[src/rtl/cwa_pkg.sv]
`timescale 1ns / 1ps

package cwa_pkg;

  // Defaults for the top-level parameters.
  localparam int RADIUS_MAX_DEF  = 31;
  localparam int SAMPLE_BITS_DEF = 20;

  // The radius register is five bits wide, so a window never exceeds 63 samples.
  localparam int RADIUS_W = 5;
  localparam int WIN_W    = RADIUS_W + 1;

  // Saturating count of samples seen in the current sequence.
  localparam int SEEN_W   = 7;
  localparam logic [SEEN_W-1:0] SEEN_MAX = {SEEN_W{1'b1}};

  // Configuration port: register index sits above the byte offset.
  localparam int CFG_ADDR_W = 3;
  localparam int CFG_DATA_W = 32;
  localparam logic REG_RADIUS = 1'b0;

  // Work handed from the front end to the back end for one accepted beat.
  typedef struct packed {
    logic                emit_main;  // a result for the centre position is due
    logic                do_div;     // that position has a full window
    logic                last;       // the beat closed the sequence
    logic [RADIUS_W-1:0] extra;      // trailing positions to flush as -1
    logic [WIN_W-1:0]    win;        // window length, 2 * radius + 1
  } cwa_cmd_t;

endpackage

[src/rtl/centered_window_average_unit.sv]
`timescale 1ns / 1ps

// Centred boxcar average over a stream of unsigned samples.
// Samples arrive as beats on the in_ channel; tdata carries the sample and
// tlast marks the final sample of a sequence. Each beat that completes a window
// radius samples past some position yields one beat on the out_ channel: the
// truncated mean of the 2 * radius + 1 samples centred there. Positions lacking
// a full window give all ones (-1). The beat carrying tlast also flushes every
// unanswered position as -1, and out_tlast marks the final result.
// The radius is written through the APB-style port at address 0; the user
// must write it only while the block is idle, as the block itself does not
// enforce it; a write starts a new sequence. The front end reads the ring
// when it accepts a beat, then updates the sum, takes no new beat until
// that update is done, and queues the work. The back end divides the window
// sum by the window length with a one-bit-per-cycle divider; a -1 for the
// centre position and each flushed -1 skip the divider.
// Sustained throughput is therefore set by the divider; while a division
// runs, the front end keeps taking beats until the queue fills.
// Reset clears the sequence state and the radius; no clearing pass is needed.
// When out_tready is low the result holds and the back end waits; the queue
// then fills and in_tready drops.

module centered_window_average_unit import cwa_pkg::*; #(
  parameter int RADIUS_MAX  = RADIUS_MAX_DEF,
  parameter int SAMPLE_BITS = SAMPLE_BITS_DEF,
  localparam int IN_W       = ((SAMPLE_BITS + 7) / 8) * 8,
  localparam int AVG_W      = SAMPLE_BITS + 1,
  localparam int OUT_W      = ((AVG_W + 7) / 8) * 8
) (
  input  logic                  clk,
  input  logic                  rst_n,

  input  logic                  in_tvalid,
  output logic                  in_tready,
  input  logic [IN_W-1:0]       in_tdata,   // sample
  input  logic                  in_tlast,

  output logic                  out_tvalid,
  input  logic                  out_tready,
  output logic [OUT_W-1:0]      out_tdata,  // average (signed)
  output logic                  out_tlast,

  input  logic                  psel,
  input  logic                  penable,
  input  logic                  pwrite,
  input  logic [CFG_ADDR_W-1:0] paddr,
  input  logic [CFG_DATA_W-1:0] pwdata,
  output logic [CFG_DATA_W-1:0] prdata,
  output logic                  pready
);

  localparam int SUM_W = SAMPLE_BITS + WIN_W;
  localparam int Q_W   = SUM_W + $bits(cwa_cmd_t);

  logic [RADIUS_W-1:0] radius_r;
  logic [RADIUS_W-1:0] r_eff;
  logic                cfg_wr;

  logic                q_push, q_pop, q_full, q_valid;
  cwa_cmd_t            f_cmd, b_cmd;
  logic [SUM_W-1:0]    f_sum, b_sum;
  logic [Q_W-1:0]      q_dout;
  logic                front_busy;
  logic [AVG_W-1:0]    avg;

  assign pready = 1'b1;
  assign cfg_wr = psel && penable && pwrite && (paddr[CFG_ADDR_W-1] == REG_RADIUS);
  assign prdata = (paddr[CFG_ADDR_W-1] == REG_RADIUS) ? CFG_DATA_W'(radius_r) : '0;

  always_ff @(posedge clk) begin
    if (!rst_n) begin
      radius_r <= '0;
    end else if (cfg_wr) begin
      radius_r <= pwdata[RADIUS_W-1:0];
    end
  end

  always_comb begin
    if (32'(radius_r) > 32'(RADIUS_MAX)) begin
      r_eff = RADIUS_W'(RADIUS_MAX);
    end else begin
      r_eff = radius_r;
    end
  end

  cwa_front #(
    .RADIUS_MAX  (RADIUS_MAX),
    .SAMPLE_BITS (SAMPLE_BITS)
  ) u_front (
    .clk       (clk),
    .rst_n     (rst_n),
    .in_valid  (in_tvalid),
    .in_ready  (in_tready),
    .in_sample (in_tdata[SAMPLE_BITS-1:0]),
    .in_eos    (in_tlast),
    .clear     (cfg_wr),
    .r_eff     (r_eff),
    .q_full    (q_full),
    .push      (q_push),
    .cmd       (f_cmd),
    .sum       (f_sum),
    .busy      (front_busy)
  );

  cwa_queue #(
    .W (Q_W)
  ) u_queue (
    .clk   (clk),
    .rst_n (rst_n),
    .push  (q_push),
    .din   ({f_sum, f_cmd}),
    .full  (q_full),
    .pop   (q_pop),
    .dout  (q_dout),
    .valid (q_valid)
  );

  assign b_sum = q_dout[Q_W-1 -: SUM_W];
  assign b_cmd = cwa_cmd_t'(q_dout[$bits(cwa_cmd_t)-1:0]);

  cwa_back #(
    .SAMPLE_BITS (SAMPLE_BITS)
  ) u_back (
    .clk       (clk),
    .rst_n     (rst_n),
    .q_valid   (q_valid),
    .cmd       (b_cmd),
    .sum       (b_sum),
    .pop       (q_pop),
    .out_valid (out_tvalid),
    .out_ready (out_tready),
    .out_avg   (avg),
    .out_last  (out_tlast)
  );

  assign out_tdata = OUT_W'(avg);

  // The front end holds one beat at most, so a push never meets a full queue.
  a_no_overflow: assert property (@(posedge clk) disable iff (!rst_n)
    q_push |-> !q_full)
    else $error("queue push while full");

  a_busy_blocks: assert property (@(posedge clk) disable iff (!rst_n)
    front_busy |-> !in_tready)
    else $error("input ready while front end busy");

  // A result is either a non-negative mean or exactly -1.
  a_avg_form: assert property (@(posedge clk) disable iff (!rst_n)
    (out_tvalid && avg[AVG_W-1]) |-> (&avg))
    else $error("negative average other than -1");

  a_pop_valid: assert property (@(posedge clk) disable iff (!rst_n)
    q_pop |-> q_valid)
    else $error("queue pop while empty");

endmodule

[src/rtl/cwa_queue.sv]
`timescale 1ns / 1ps

module cwa_queue import cwa_pkg::*; #(
  parameter int W = 8
) (
  input  logic         clk,
  input  logic         rst_n,
  input  logic         push,
  input  logic [W-1:0] din,
  output logic         full,
  input  logic         pop,
  output logic [W-1:0] dout,
  output logic         valid
);

  logic [W-1:0] slot_r [2];
  logic         wr_ptr_r, wr_ptr_nxt;
  logic         rd_ptr_r, rd_ptr_nxt;
  logic [1:0]   count_r, count_nxt;

  assign full  = (count_r == 2'd2);
  assign valid = (count_r != 2'd0);
  assign dout  = slot_r[rd_ptr_r];

  always_comb begin
    wr_ptr_nxt = wr_ptr_r ^ push;
    rd_ptr_nxt = rd_ptr_r ^ pop;
    count_nxt  = count_r + {1'b0, push} - {1'b0, pop};
  end

  always_ff @(posedge clk) begin
    if (!rst_n) begin
      wr_ptr_r <= 1'b0;
      rd_ptr_r <= 1'b0;
      count_r  <= 2'd0;
    end else begin
      wr_ptr_r <= wr_ptr_nxt;
      rd_ptr_r <= rd_ptr_nxt;
      count_r  <= count_nxt;
    end
  end

  always_ff @(posedge clk) begin
    if (push) begin
      slot_r[wr_ptr_r] <= din;
    end
  end

endmodule

[src/rtl/cwa_front.sv]
`timescale 1ns / 1ps

module cwa_front import cwa_pkg::*; #(
  parameter int RADIUS_MAX  = RADIUS_MAX_DEF,
  parameter int SAMPLE_BITS = SAMPLE_BITS_DEF,
  localparam int SUM_W      = SAMPLE_BITS + WIN_W
) (
  input  logic                   clk,
  input  logic                   rst_n,
  input  logic                   in_valid,
  output logic                   in_ready,
  input  logic [SAMPLE_BITS-1:0] in_sample,
  input  logic                   in_eos,
  input  logic                   clear,
  input  logic [RADIUS_W-1:0]    r_eff,
  input  logic                   q_full,
  output logic                   push,
  output cwa_cmd_t               cmd,
  output logic [SUM_W-1:0]       sum,
  output logic                   busy
);

  localparam int RING_DEPTH = 2 * RADIUS_MAX + 2;
  localparam int PTR_W      = $clog2(RING_DEPTH);
  localparam int CW         = (PTR_W > WIN_W ? PTR_W : WIN_W) + 1;

  logic [SAMPLE_BITS-1:0] ring [RING_DEPTH];
  logic [SAMPLE_BITS-1:0] rd_r;
  logic [SAMPLE_BITS-1:0] s_r;
  logic                   eos_r;
  logic                   busy_r;
  logic [SUM_W-1:0]       sum_r, sum_nxt;
  logic [SEEN_W-1:0]      seen_r, seen_nxt;
  logic [PTR_W-1:0]       wp_r, wp_nxt;

  logic                   accept;
  logic [WIN_W-1:0]       win;
  logic [CW-1:0]          wp_ext, win_ext, old_ext;
  logic [PTR_W-1:0]       rd_addr;
  logic                   emit_main, do_div, drop_old;
  logic [SUM_W-1:0]       old_term;

  assign in_ready = !busy_r && !q_full;
  assign accept   = in_valid && in_ready;
  assign busy     = busy_r;
  assign win      = {r_eff, 1'b1};

  // Address of the sample that leaves the window when this beat enters it.
  always_comb begin
    wp_ext  = CW'(wp_r);
    win_ext = CW'(win);
    if (wp_ext >= win_ext) begin
      old_ext = wp_ext - win_ext;
    end else begin
      old_ext = wp_ext + CW'(RING_DEPTH) - win_ext;
    end
    rd_addr = old_ext[PTR_W-1:0];
  end

  always_ff @(posedge clk) begin
    if (accept) begin
      rd_r <= ring[rd_addr];
    end
    if (busy_r) begin
      ring[wp_r] <= s_r;
    end
  end

  always_comb begin
    drop_old  = ({1'b0, seen_r} >= {2'b00, win});
    emit_main = ({1'b0, seen_r} >= {3'b000, r_eff});
    do_div    = ({1'b0, seen_r} >= {2'b00, r_eff, 1'b0});
    old_term  = drop_old ? SUM_W'(rd_r) : '0;
    sum_nxt   = sum_r + SUM_W'(s_r) - old_term;
    seen_nxt  = (seen_r == SEEN_MAX) ? seen_r : seen_r + 1'b1;
    wp_nxt    = (wp_r == PTR_W'(RING_DEPTH - 1)) ? '0 : wp_r + 1'b1;

    cmd.emit_main = emit_main;
    cmd.do_div    = do_div;
    cmd.last      = eos_r;
    cmd.win       = win;
    if (!eos_r) begin
      cmd.extra = '0;
    end else if (emit_main) begin
      cmd.extra = r_eff;
    end else begin
      // Short sequence: every position seen so far is still unanswered.
      cmd.extra = RADIUS_W'(seen_r + 1'b1);
    end
  end

  assign push = busy_r && (emit_main || eos_r);
  assign sum  = sum_nxt;

  always_ff @(posedge clk) begin
    if (accept) begin
      s_r   <= in_sample;
      eos_r <= in_eos;
    end
  end

  always_ff @(posedge clk) begin
    if (!rst_n) begin
      busy_r <= 1'b0;
      sum_r  <= '0;
      seen_r <= '0;
      wp_r   <= '0;
    end else begin
      busy_r <= accept;
      if (clear || (busy_r && eos_r)) begin
        sum_r  <= '0;
        seen_r <= '0;
        wp_r   <= '0;
      end else if (busy_r) begin
        sum_r  <= sum_nxt;
        seen_r <= seen_nxt;
        wp_r   <= wp_nxt;
      end
    end
  end

endmodule

[src/rtl/cwa_back.sv]
`timescale 1ns / 1ps

module cwa_back import cwa_pkg::*; #(
  parameter int SAMPLE_BITS = SAMPLE_BITS_DEF,
  localparam int SUM_W      = SAMPLE_BITS + WIN_W,
  localparam int AVG_W      = SAMPLE_BITS + 1
) (
  input  logic             clk,
  input  logic             rst_n,
  input  logic             q_valid,
  input  cwa_cmd_t         cmd,
  input  logic [SUM_W-1:0] sum,
  output logic             pop,
  output logic             out_valid,
  input  logic             out_ready,
  output logic [AVG_W-1:0] out_avg,
  output logic             out_last
);

  localparam int CNT_W = $clog2(SUM_W + 1);

  localparam logic [1:0] ST_IDLE  = 2'd0;
  localparam logic [1:0] ST_DIV   = 2'd1;
  localparam logic [1:0] ST_EMIT  = 2'd2;
  localparam logic [1:0] ST_FLUSH = 2'd3;

  logic [1:0]          state_r, state_nxt;
  logic [RADIUS_W-1:0] extra_r, extra_nxt;
  logic                last_r, last_nxt;
  logic                use_q_r, use_q_nxt;
  logic [WIN_W-1:0]    win_r, win_nxt;
  logic [CNT_W-1:0]    cnt_r, cnt_nxt;
  logic [SUM_W-1:0]    quot_r, quot_nxt;
  logic [WIN_W-1:0]    rem_r, rem_nxt;
  logic                ov_r, ov_nxt;
  logic [AVG_W-1:0]    avg_r, avg_nxt;
  logic                olast_r, olast_nxt;

  logic                out_free;
  logic [WIN_W:0]      trial, diff;
  logic                q_bit;

  assign out_free  = !ov_r || out_ready;
  assign pop       = (state_r == ST_IDLE) && q_valid;
  assign out_valid = ov_r;
  assign out_avg   = avg_r;
  assign out_last  = olast_r;

  // One quotient bit per cycle, restoring form.
  always_comb begin
    trial = {rem_r, quot_r[SUM_W-1]};
    diff  = trial - {1'b0, win_r};
    q_bit = (trial >= {1'b0, win_r});
  end

  always_comb begin
    state_nxt = state_r;
    extra_nxt = extra_r;
    last_nxt  = last_r;
    use_q_nxt = use_q_r;
    win_nxt   = win_r;
    cnt_nxt   = cnt_r;
    quot_nxt  = quot_r;
    rem_nxt   = rem_r;
    ov_nxt    = ov_r && !out_ready;
    avg_nxt   = avg_r;
    olast_nxt = olast_r;
    unique case (state_r)
      ST_IDLE: begin
        if (q_valid) begin
          extra_nxt = cmd.extra;
          last_nxt  = cmd.last;
          use_q_nxt = cmd.do_div;
          win_nxt   = cmd.win;
          quot_nxt  = sum;
          rem_nxt   = '0;
          cnt_nxt   = CNT_W'(SUM_W);
          if (cmd.emit_main && cmd.do_div) begin
            state_nxt = ST_DIV;
          end else if (cmd.emit_main) begin
            state_nxt = ST_EMIT;
          end else begin
            state_nxt = ST_FLUSH;
          end
        end
      end
      ST_DIV: begin
        quot_nxt = {quot_r[SUM_W-2:0], q_bit};
        rem_nxt  = q_bit ? diff[WIN_W-1:0] : trial[WIN_W-1:0];
        cnt_nxt  = cnt_r - 1'b1;
        if (cnt_r == CNT_W'(1)) begin
          state_nxt = ST_EMIT;
        end
      end
      ST_EMIT: begin
        if (out_free) begin
          ov_nxt    = 1'b1;
          avg_nxt   = use_q_r ? quot_r[AVG_W-1:0] : '1;
          olast_nxt = last_r && (extra_r == '0);
          state_nxt = (extra_r == '0) ? ST_IDLE : ST_FLUSH;
        end
      end
      ST_FLUSH: begin
        if (out_free) begin
          ov_nxt    = 1'b1;
          avg_nxt   = '1;
          olast_nxt = last_r && (extra_r == RADIUS_W'(1));
          extra_nxt = extra_r - 1'b1;
          if (extra_r == RADIUS_W'(1)) begin
            state_nxt = ST_IDLE;
          end
        end
      end
      default: begin
        state_nxt = ST_IDLE;
      end
    endcase
  end

  always_ff @(posedge clk) begin
    if (!rst_n) begin
      state_r <= ST_IDLE;
      ov_r    <= 1'b0;
    end else begin
      state_r <= state_nxt;
      ov_r    <= ov_nxt;
    end
  end

  always_ff @(posedge clk) begin
    extra_r <= extra_nxt;
    last_r  <= last_nxt;
    use_q_r <= use_q_nxt;
    win_r   <= win_nxt;
    cnt_r   <= cnt_nxt;
    quot_r  <= quot_nxt;
    rem_r   <= rem_nxt;
    avg_r   <= avg_nxt;
    olast_r <= olast_nxt;
  end

endmodule

[config.mk]
export PLATFORM = sky130hd
export DESIGN_NAME = centered_window_average_unit
export DESIGN_NICKNAME = d
export VERILOG_FILES = /design/src/rtl/cwa_pkg.sv /design/src/rtl/centered_window_average_unit.sv /design/src/rtl/cwa_queue.sv /design/src/rtl/cwa_front.sv /design/src/rtl/cwa_back.sv
export SDC_FILE = /design/constraint.sdc
export NUM_CORES = 2
export LEC_CHECK = 0
export ABC_AREA = 1
export BUFFER_PORTS_ARGS = -buffer_cell sky130_fd_sc_hd__buf_4
export CORE_UTILIZATION = 41
export CTS_CLUSTER_SIZE = 25
export DETAILED_ROUTE_END_ITERATION = 7
export SLEW_MARGIN = 20
export SYNTH_ARGS = -nofsm -noshare
export SYNTH_HDL_FRONTEND = slang
export SYNTH_HIERARCHICAL = 1
export SYNTH_SLANG_ARGS = --single-unit
[constraint.sdc]
create_clock -name clk -period 4.62 [get_ports clk]
set_input_delay 1.386 -clock clk [delete_from_list [all_inputs] [get_ports clk]]
set_output_delay 1.386 -clock clk [all_outputs]
set_load 0.02 [all_outputs]
# Word-level counts from Yosys, hierarchy flattened
# Memory sizes are Yosys's and may differ from the RTL's. A register that Yosys moved wholly into a read port is not among the register bits.
# Index checks and enable logic that the tools add are counted.
[word_totals]
reg_bits = 145
ram_bits = 1358
in_bits = 67
output_inout_bits = 60
word_cells = 130
n_memories = 2
[memory_table]
columns = ["memory", "words", "word_bits", "rd", "rd_ports_with_merged_regs", "wr", "line", "source"]
rows = [
  ["u_front.ring", 64, 20, 1, 1, 1, "cwa_front.sv:27", "logic [SAMPLE_BITS-1:0] ring [RING_DEPTH];"],
  ["u_queue.slot_r", 2, 39, 1, 1, 1, "cwa_queue.sv:16", "logic [W-1:0] slot_r [2];"],
]
[classes]
addsub = 12
order_cmp = 5
n_eq_ne = 13
mux = 39
bitwise = 5
reduce_logical = 33
[ops]
columns = ["operator", "n"]
rows = [
  ["2-to-1 mux 21 bit", 3],
  ["case mux 26 bit (2 select lines)", 1],
  ["case mux 21 bit (2 select lines)", 1],
  ["2-to-1 mux 5 bit", 6],
  ["adder 26 x 20 -> 26 bit", 1],
  ["2-to-1 mux 26 bit", 1],
  ["subtractor 26 bit", 1],
  ["2-to-1 mux 6 bit", 4],
  [">= comparator 7 x 6 -> 1 bit", 3],
  ["2-to-1 mux 20 bit", 1],
  ["case mux 5 bit (2 select lines)", 2],
  ["subtractor 6 bit", 3],
  ["2-to-1 mux 2 bit", 7],
  ["adder 6 x 1 -> 6 bit (second input constant)", 2],
  ["logical AND 1 bit", 12],
  ["case mux 6 bit (2 select lines)", 1],
  ["== test 5 x 1 -> 1 bit (second input constant)", 2],
  ["2-to-1 mux 1 bit", 10],
  ["!= test 2 x 1 -> 1 bit (second input constant)", 5],
  ["subtractor 5 x 1 -> 5 bit (second input constant)", 2],
  ["case mux 2 bit (4 select lines)", 1],
  ["nonzero test 2 bit", 4],
  ["adder 7 x 1 -> 7 bit (second input constant)", 1],
  ["== test 7 bit (second input constant)", 1],
  ["other kinds (18)", 32],
]

# Logic depth before layout (Yosys ltp)
[logic_depth]
depth_word = 5
mapped_depth = 24
depth_no_buf = 23

# Cells and area by module
# The synthesis kept the hierarchy.
[by_module_without_submodules]
columns = ["mod", "instances", "cells_each", "area_each_um2", "seq_area_each_um2"]
rows = [
  ["cwa_front", 1, 4926, 57249.9, 40468.8],
  ["cwa_back", 1, 358, 3579.7, 2222.1],
  ["cwa_queue", 1, 153, 3130.5, 2502.4],
  ["centered_window_average_unit", 1, 80, 516.7, 100.1],
]

# Worst setup path after synthesis
# OpenSTA, ideal clock, no wires.
[synth_timing]
kind = "input -> register"
startpoint = "input in_tvalid"
endpoint = "register u_front.eos_r, enable pin"
setup_time_ns = 0.499
t_arrival_ns = 4.392
required_time_ns = 4.121
slack_ns = -0.271
path_stages = 1
n_path_buf = 0
path_cell_list = "nor3b_1"
[synth_via]
elab_chain_len = 1
[synth_lines]
columns = ["item", "line", "source"]
rows = [
  ["start, declared", "centered_window_average_unit.sv:33", "input logic in_tvalid,"],
  ["logical AND 1 bit", "cwa_front.sv:44", "assign accept = in_valid && in_ready;"],
  ["end signal, assigned", "cwa_front.sv:98", "eos_r <= in_eos;"],
  ["end, declared", "cwa_front.sv:30", "logic eos_r;"],
]
# No other way between the ends.
# A chain may end at the register's enable or synchronous reset.

# Final worst setup path
[layout_timing]
startpoint = "register radius_r[4], in the netlist r_eff[4]"
endpoint = "register u_front.sum_r[15]"
[layout_via]
elab_chain_len = 3
[layout_lines]
columns = ["item", "line", "source"]
rows = [
  ["start, declared", "centered_window_average_unit.sv:55", "logic [RADIUS_W-1:0] radius_r;"],
  ["start signal, assigned", "centered_window_average_unit.sv:74", "radius_r <= pwdata[RADIUS_W-1:0];"],
  [">= comparator 7 x 6 -> 1 bit", "cwa_front.sv:70", "drop_old = ({1'b0, seen_r} >= {2'b00, win});"],
  ["2-to-1 mux 20 bit", "cwa_front.sv:73", "old_term = drop_old ? SUM_W'(rd_r) : '0;"],
  ["subtractor 26 bit", "cwa_front.sv:74", "sum_nxt = sum_r + SUM_W'(s_r) - old_term;"],
  ["net f_sum[15]", "centered_window_average_unit.sv:61", "logic [SUM_W-1:0] f_sum, b_sum;"],
  ["end signal, assigned", "cwa_front.sv:115", "sum_r <= sum_nxt;"],
  ["end, declared", "cwa_front.sv:32", "logic [SUM_W-1:0] sum_r, sum_nxt;"],
]
# The timed path passes the listed nets, and every way through them passes these cells.

==> run metrics <==
commonest non-fill, non-tap cell in the layout=edfxtp_1; io pins=~130; end point of the critical path=u_front/sum_r[15]; TritonRoute pass-1 iters=5; Placed Area=67,600 um2; Post-DRT Antenna Nets=0; CP startpoint kind=flop; Remaining Overflow, GRT=0; final hold slack=roughly 490 ps; Mean Syn Cell Area=between 10 and 15 um2; commonest non-fill, non-tap cells in the layout=1,473 x edfxtp_1, 1,155 x nor2_1, 698 x o21ai_0; Total Power=roughly 38 mW; Die Span Y=about 400 um; largest family of logic cells by synthesized area=simple AND/OR/NAND/NOR gates; Slew Limit Fails=0; CTS tree=built; share of layout cells above drive strength 1=roughly a tenth; setup slack, reg-to-reg=roughly 600 ps; class of the tightest hold or removal check=reg2reg; Routed WL per cell=around 21 um; post-synthesis sequential area ratio=a little over two thirds; R2R Path End=u_front/sum_r[15]; post-layout util=46.4%; crit path kind=reg2reg; Critical Path AT=about 4700 ps; Top FF cell, synth=edfxtp_1; Post-CTS Resized=0; number of port buffers=a little over 60; Max VDD drop=between 0.0003 and 0.0004 V; gp weighted congestion=around 0.85; Post-Syn Instances=~5.5k; H-Tree Level Count=4; routed vias/inst=roughly 5.3; CP Launch Point=r_eff[4]; number of library cell types mapped by synthesis=48; met2 Use GR=between 30 and 40%; Final setup viols=0; largest net degree at the start of global routing=~180; Hold Fails Final Rpt=0; Tmin final=approximately 4000 ps; die area=159,000 um2; Synth Register Bits=1,526; Non-Filler Instances=7,757; maximum clock path buffer count=3; Most Crowded Layer GR=met2; grt met1 use=between 20% and 30%; Core Area=156,000 um2; R2R depth=18; Max Fclk=between 200 and 250 MHz; multiplexer area fraction after synthesis=0.699%; Post-Syn Area=about 64,000 um2; total placed cells including tap cells=about 7.5k; slew margin rel.=31.9%; Pleak=about 26 nW; nets@finish=between 5k and 6k; Synth Area in Compound Gates=8.91%; post-CTS setup buffer count=0; EDFF count, synth=1,473; status=completed; CP Capture Type=flop; first-pass GRT wire length=approximately 250,000 um; adder-cell share of the synthesized area=between 1.5 and 2%; Yosys top cell area share=just under 70%; FP Rows=145; final setup skew=roughly 43 ps; dpl hpwl=a little over 90,000 um; DIE WIDTH=399 um; number of max-cap violations=0; Worst-path clk slew=approximately 60 ps; r2r startpoint=r_eff[4]; Syn-to-layout area delta=12.4%; DRC=0; n_diodes=0; Yosys warning total=6; drt total wl=164,000 um; worst-skew pair later-pin latency=roughly 780 ps; pre-CTS setup slack=approximately 650 ps; grt met3 use=3.11%; DR vias=around 41k; GRT Resource Usage Total=between 20 and 25%; ranking of synthesized cells by area=edfxtp_1 69%, nor2_1 7.0%, o21ai_0 5.4%; RSZ-0062 raised after global routing=no; CTS sink cnt=between 1.5k and 2k; Final Cycle Share=86.7%; worst path required time=between 5000 and 6000 ps; final non-filler cell area=approximately 72,000 um2; setup_tns=0 ps; Synth async-reset ratio=0%; Synth Area in XOR/XNOR=0.297%; P per Cell Area=521 nW/um2; hold buffers post-CTS=0; CTS Root Cell=clkbuf_16; PnR worst setup slack=around 620 ps; post-synth top area cell=edfxtp_1; cts bufs inserted=around 160; simple-gate share of the synthesized area=13.4%; Initial Util=between 40% and 50%; vias in the first global route=approximately 39k; Slew @ Worst Pin=between 1000 and 1500 ps; initial antenna violation count=1; worst-path fanout max=13; initial drt markers=~4k
[power breakdown]
part | switching [mW] | internal, mW
Sequential | 0.304 | 16.6
Combinational | 6.12 | 2.56
Clock | 5.23 | 6.87
Total | 11.7 | 26.1
[worst min path at each step]
stage                           startpoint          endpoint  slack, ps  cells past startpoint
final                     u_front/sum_r[1]  u_front/sum_r[1]        490                      2
after global placement    u_front/sum_r[1]  u_front/sum_r[1]        450                      2
after floorplan           u_front/sum_r[1]  u_front/sum_r[1]        440                      2
after detailed placement  u_front/sum_r[1]  u_front/sum_r[1]        480                      2
after global routing      u_front/sum_r[1]  u_front/sum_r[1]        510                      2
after CTS                 u_front/sum_r[1]  u_front/sum_r[1]        490                      2
[logic make-up (layout without fill, tap and decap cells)]
family / after synthesis / in the layout
AOI/OAI and AO/OA: 1041 / 1041
xor gates and xnor gates: 21 / 21
adders and majority gates: 81 / 81
buffers and inverters: 668 / 821
DFF: 1526 / 1526
muxes: 40 / 40
other: 3 / 32
and+or+nand+nor: 2137 / 2137
[cell usage after synthesis (40+ instances only)]
library cell / count
edfxtp_1: 1473
o21ai_1: 62
o21ai_0: 698
a21oi_1: 68
nand3_1: 346
buf_2: 69
ha_1: 59
nand2_1: 522
o211ai_1: 202
clkbuf_1: 161
dfxtp_1: 53
buf_4: 82
inv_1: 316
nor2_1: 1210
mux2_2: 40
[state kept, by name, summed over array words and instances, names as in the netlist, 2 cells and up, named ones only]
register and cells:
u_front/sum_r 26, u_back/quot_r 26, r_eff 5, u_back/rem_r 6, u_back/cnt_r 5, u_back/extra_r 5
u_front/ring 1280, u_back/state_r 2, u_front/rd_r 20, u_front/s_r 20, u_back/out_avg 21, u_front/seen_r 7
u_front/wp_r 6, u_queue/count_r 2, u_back/win_r 6, u_queue/slot_r 80
[layer usage]
layer,vias to the layer above,share of wire (%)
met4,0,3.1
met2,1376,46
met3,234,6.4
li1,19400,-
met5,-,0
met1,20100,45
[critical path: stages, from the launching register on]
cell and delay [ps]:
dfxtp_1 390, inv_1 90, ha_1 200, or2_2 270, a221oi_1 260, o21a_1 250, buf_4 230, nor2_1 70
fa_1 480, inv_1 40, ha_1 350, or2_2 340, nand3_1 90, nand2_1 160, nand2_1 100, nand2_1 60
xor2_1 350, o21ai_0 150, inv_1 80
[final cells by class]
cell class                 count  area [um2]
fill                       13900       83800
sequential                  1526       45300
multi-input combinational   3352       16600
clock buffer                 200        4190
tap                         2058        2570
timing repair buffer         220        1890
inverter                     325        1230
clock inverter                76         673
No activity file was read; power rests on OpenSTA's default activity.
